===== config.mk =====
export PLATFORM = sky130hd
export DESIGN_NAME = fbp_ctrl
export DESIGN_NICKNAME = d
export VERILOG_FILES = /design/src/hdl/fbp_pkg.sv /design/src/hdl/fbp_ctrl.sv
export SDC_FILE = /design/constraint.sdc
export NUM_CORES = 1
export LEC_CHECK = 0
export BUFFER_PORTS_ARGS = -buffer_cell sky130_fd_sc_hd__buf_4
export CORE_AREA = 4 4 41 43
export DETAILED_ROUTE_END_ITERATION = 8
export DIE_AREA = 0 0 45 47
export MAX_ROUTING_LAYER = met4
export PLACE_DENSITY = 0.61
export SKIP_LAST_GASP = 1
export SYNTH_ARGS = -nofsm -noshare
export SYNTH_HDL_FRONTEND = slang
export SYNTH_SLANG_ARGS = --single-unit

===== constraint.sdc =====
create_clock -name clock -period 1.4 [get_ports clock]
set_input_delay 0.14 -clock clock [delete_from_list [all_inputs] [get_ports clock]]
set_output_delay 0.14 -clock clock [all_outputs]
set_load 0.1 [all_outputs]

===== src/hdl/fbp_pkg.sv =====
// Shared types, codes and constants of the fixed block pool.
package fbp_pkg;

   localparam int DEF_STACK_DEPTH = 256;

   localparam int ADDR_W  = 32;
   localparam int LEN_W   = 32;
   localparam int SIZE_W  = 16;
   localparam int FREE_W  = 9;
   localparam int USED_W  = 16;
   localparam int MODE_W  = 2;

   localparam logic [SIZE_W-1:0] ITEM_SIZE_RESET = 16'd4;
   localparam logic [SIZE_W-1:0] MIN_ITEM_SIZE   = 16'd4;
   localparam logic [USED_W-1:0] USED_MAX        = 16'hFFFF;

   localparam logic [MODE_W-1:0] MODE_ALLOC = 2'd0;
   localparam logic [MODE_W-1:0] MODE_FREE  = 2'd1;
   localparam logic [MODE_W-1:0] MODE_ADD   = 2'd2;

   typedef enum logic [1:0] {
      ST_OK     = 2'd0,
      ST_EMPTY  = 2'd1,
      ST_REJECT = 2'd2,
      ST_DROP   = 2'd3
   } status_type;

   // controller to datapath
   typedef struct packed {
      logic       load;         // latch buffer start and length for carving
      logic       pop;          // pop top entry, register its address
      logic       push_req;     // push request address if room
      logic       carve_push;   // push current carve address, advance
      logic       used_inc;
      logic       used_dec;
      logic       set_status;
      status_type status;
      logic       blk_sel;      // result carries popped address
      logic       out_load;     // capture result into output register
   } fbp_cmd_type;

   // datapath to controller
   typedef struct packed {
      logic empty;
      logic full;
      logic size_ok;            // item size and request length allow an add
      logic carve_more;         // another whole block left in buffer
   } fbp_stat_type;

endpackage


===== src/hdl/fbp_ctrl.sv =====
// Controller of the fixed block pool: request sequencing and result handshake.
module fbp_ctrl (
   input  logic                        clock,
   input  logic                        reset,
   input  logic                        req_tvalid,
   output logic                        req_tready,
   input  logic [fbp_pkg::MODE_W-1:0]  req_mode,
   output logic                        rsp_tvalid,
   input  logic                        rsp_tready,
   input  fbp_pkg::fbp_stat_type       stat,
   output fbp_pkg::fbp_cmd_type        cmd
);
   import fbp_pkg::*;

   typedef enum logic [1:0] {
      S_IDLE,
      S_CARVE,
      S_FINISH
   } state_type;

   state_type state_ff, state_in;
   logic      rsp_valid_ff, rsp_valid_in;

   always_comb begin
      state_in     = state_ff;
      rsp_valid_in = rsp_valid_ff && !rsp_tready;
      req_tready   = 1'b0;
      cmd          = '0;
      cmd.status   = ST_OK;
      unique case (state_ff)
         S_IDLE: begin
            req_tready = 1'b1;
            if (req_tvalid) begin
               cmd.set_status = 1'b1;
               state_in       = S_FINISH;
               unique case (req_mode)
                  MODE_ALLOC: begin
                     if (stat.empty) begin
                        cmd.status = ST_EMPTY;
                     end else begin
                        cmd.pop      = 1'b1;
                        cmd.used_inc = 1'b1;
                        cmd.blk_sel  = 1'b1;
                     end
                  end
                  MODE_FREE: begin
                     // the block leaves the user even when its address is dropped
                     cmd.push_req = 1'b1;
                     cmd.used_dec = 1'b1;
                     cmd.status   = stat.full ? ST_DROP : ST_OK;
                  end
                  MODE_ADD: begin
                     if (stat.size_ok) begin
                        cmd.load = 1'b1;
                        state_in = S_CARVE;
                     end else begin
                        cmd.status = ST_REJECT;
                     end
                  end
                  default: begin
                     cmd.status = ST_OK;
                  end
               endcase
            end
         end
         S_CARVE: begin
            if (stat.carve_more && !stat.full) begin
               cmd.carve_push = 1'b1;
            end else begin
               cmd.set_status = 1'b1;
               cmd.status     = stat.carve_more ? ST_DROP : ST_OK;
               state_in       = S_FINISH;
            end
         end
         S_FINISH: begin
            // hold until the output register is free
            if (!rsp_valid_ff || rsp_tready) begin
               cmd.out_load = 1'b1;
               rsp_valid_in = 1'b1;
               state_in     = S_IDLE;
            end
         end
         default: begin
            state_in = S_IDLE;
         end
      endcase
   end

   always_ff @(posedge clock) begin
      if (reset) begin
         state_ff     <= S_IDLE;
         rsp_valid_ff <= 1'b0;
      end else begin
         state_ff     <= state_in;
         rsp_valid_ff <= rsp_valid_in;
      end
   end

   assign rsp_tvalid = rsp_valid_ff;

endmodule


==> impl_results.md <==
* Buffers on Ports at 22
* Crit path cell chain: or3b_4 > buf_12 > o41ai_4 > buf_6
* CTS Buf Count at 3
* Status: finished, violations left
* CP Class: flop to primary output
* Die height at 47 microns
* Largest net degree at the start of global routing at 8
* Die area at around 2100 sq um
* Initial antenna violation count at 0
* Finished Core Util at between 50% and 60%
* Max-slew violation count at 0
* Syn nets at between 40 and 50
* P_sw at 248 uW
* WP data arrival at between 1500 and 2000 ps
* Final Setup Violations at 10
* Vias in the first global route at 393
* Tmin final at 1770 ps
* Slew @ Worst Pin at 311 ps
* Worst Hold Class: input port to flop
* Slowest stage delay, CP at about 430 ps
* Internal at 307 uW
* Number of placed cells counting well taps at 76
* Clk root buf: clkbuf_4
* Overall Global Routing Usage at between 10% and 20%
* Power per Cell Area at approximately 740 nW/um^2
* H-Tree Depth at 1
* Dpl ws at -130 ps
* Initial cell density of the core at 24.0%
* Placer Congestion at approximately 0.70
* #FFs+latches synth at 3
* Post-DP HPWL at 808 microns
* Fin cells at 82
* RSZ-0062 raised after global routing: true
* Antenna Nets Post-Route at 0
* Final Cycle Share at 127%
* CP endpoint kind: primary output
* CTS Sinks at 3
* Post-Synthesis Cell Area at about 310 sq um
* Fmax at 563 MHz
* Synth area leaders: dfxtp_1 19%, o41ai_2 10%, nor3b_2 8.0%
* Switching Share at 44.7%
* Power Total at 554 uW
* Yosys top cell area share at 19.2%
* Leak Pwr at 0.344 nW
* Total Wirelength at 1040 microns
* CP max-delay cell: or3b_4
* Gate power share at 55.1%
* Top Ports at 23
* Final net count at 78
* DP Area at ~570 sq um
* Maxcap violations at 0
* DRT iter0 DRCs at 4
* Final instance area at between 700 and 800 sq um
* Share of layout cells above drive strength 1 at between 70% and 80%
* Library cells used by synthesis at 22
* Core Footprint at 1300 sq um
* Post-synthesis sequential area ratio at between 10% and 20%
* Avg WL per Cell at 12.7 microns
* Cells after Synth at 36
* Drc violations at 0
* Average size of a mapped cell at 8.69 sq um
* Reg clk slew, reported paths at 40 ps
* CP Launch Type: flop
* Rows at 13
* Sequential power share at between 10% and 20%
* Clock Path Buffers at 2
* Fill count at roughly 120
* Number of diodes at 0
* Setup Skew at a little under 8 ps
* Failing checks: setup timing
* First-pass GRT wire length at 1730 microns
* DIE WIDTH at 45 microns
* Max FO, Critical Path at 4
* Fin. Hold Viols at 0
* WP data required at 1260 ps
* DR vias/cell at ~4.7
* Area leader, netlist: dfxtp_1
* Via count at 386
* Synth-to-Final Area Change at 139%
* TritonCTS clock tree: done
* Setup ws final at -375 ps
* Drt pass-1 iters at 2
* YS warnings at 0
* Clock network power share at 27.9%
* Max IR drop VDD at 0.395 mV
* Worst rel slew slack at 79.1%
* Global route overflow at 0
* Worst-Skew Late Latency at roughly 240 ps
-- worst max-delay path, delay by kind of cell, from the launching register on --
kind | cells | cell delay (ps)
AOI/OAI and AO/OA | 1 | 230
DFF | 1 | 310
buffers and inverters | 2 | 420
and+or+nand+nor | 1 | 430
-- layout make-up --
| class | instances | area, sq um | area share [%] |
|---|---|---|---|
| multi-input cells | 25 | 278 | 37.2 |
| repair buffers | 31 | 345 | 46.2 |
| flip-flops and latches | 3 | 63.8 | 8.54 |
| inverters | 4 | 15.0 | 2.01 |
| well taps | 15 | 18.8 | 2.51 |
| clock buffers | 4 | 26.3 | 3.52 |
-- placed cells by master (no fill, tap or decap), drive strengths merged, types with 2 or more instances in the layout --
cell	count
a21oi	2
nor2	4
buf	31
o41ai	2
nor3b	2
nand2b	3
dfxtp	3
clkbuf	4
inv	4
-- synth_stat cells --
| library cell | count |
|---|---|
| inv_1 | 4 |
| buf_4 | 3 |
| dfxtp_1 | 3 |
| nand2b_1 | 3 |
| nor2_1 | 3 |
| a21oi_1 | 2 |
| nor3b_2 | 2 |
| o41ai_2 | 2 |
| a211o_1 | 1 |
| a311oi_1 | 1 |
| a31oi_1 | 1 |
| and4bb_1 | 1 |
| buf_6 | 1 |
| nand2_1 | 1 |
| nand3_1 | 1 |
| nand3b_1 | 1 |
| nand4bb_1 | 1 |
| nor2_4 | 1 |
| nor2b_1 | 1 |
| nor4_1 | 1 |
| o21a_1 | 1 |
| or3b_4 | 1 |
-- path summary, 6_finish.rpt --
kind	startpoint	to	slack, ps	cells after the start
max	state_ff[1]	cmd[2]	-370	4
min	reset	rsp_tvalid	80	2
max reg2reg	state_ff[1]	state_ff[0]	-20	6
min reg2reg	rsp_tvalid	rsp_tvalid	500	2
-- kinds of logic after synthesis --
family	Yosys count	synth area share (%)
flops	3	19.2
simple gates	17	41.6
compound gates	8	23.6
buf+inv	8	15.6
-- layer usage --
| layer | global-route usage, % | vias to the layer above | share of wire, % |
|---|---|---|---|
| li1 | - | 193 | - |
| met1 | 12.7 | 169 | 37 |
| met2 | 20.9 | 22 | 53 |
| met3 | 1.92 | 2 | 9.7 |
| met4 | 7.02 | 0 | 0.58 |
| met5 | - | - | 0 |
-- per-stage QoR --
| step | TNS, ps | hold slack (ps) |
|---|---|---|
| 6_report | -2730 | 78.8 |
| 5_1_grt | -3270 | 78.2 |
| 4_1_cts | -2660 | 65.4 |
| 3_5_place_dp | -755 | 313 |
| 3_3_place_gp | -605 | 315 |
| 2_1_floorplan | -8390 | 202 |
-- sequential cells by signal, indices dropped and copies added (netlist names) --
| name | count |
|---|---|
| state_ff | 2 |
| rsp_tvalid | 1 |
-- what timing repair did --
item,4_1_cts,5_1_grt
buffers inserted,1,1
setup endpoints to repair,11,12
pin swaps,3,1
hold buffers,0,0
endpoints found under the hold margin,0,0
gates resized for setup,22,8
-- power by group through the flow --
stage	clock [mW]	sequential (mW)	combinational (mW)
finish	0.155	0.0941	0.306
global route	0.163	0.0947	0.318
CTS	0.159	0.0942	0.290
detailed placement	0	0.0952	0.264
global placement	0	0.0950	0.262
floorplan	0	0.110	0.179
Note: power is estimated with default switching activity, not from simulation.
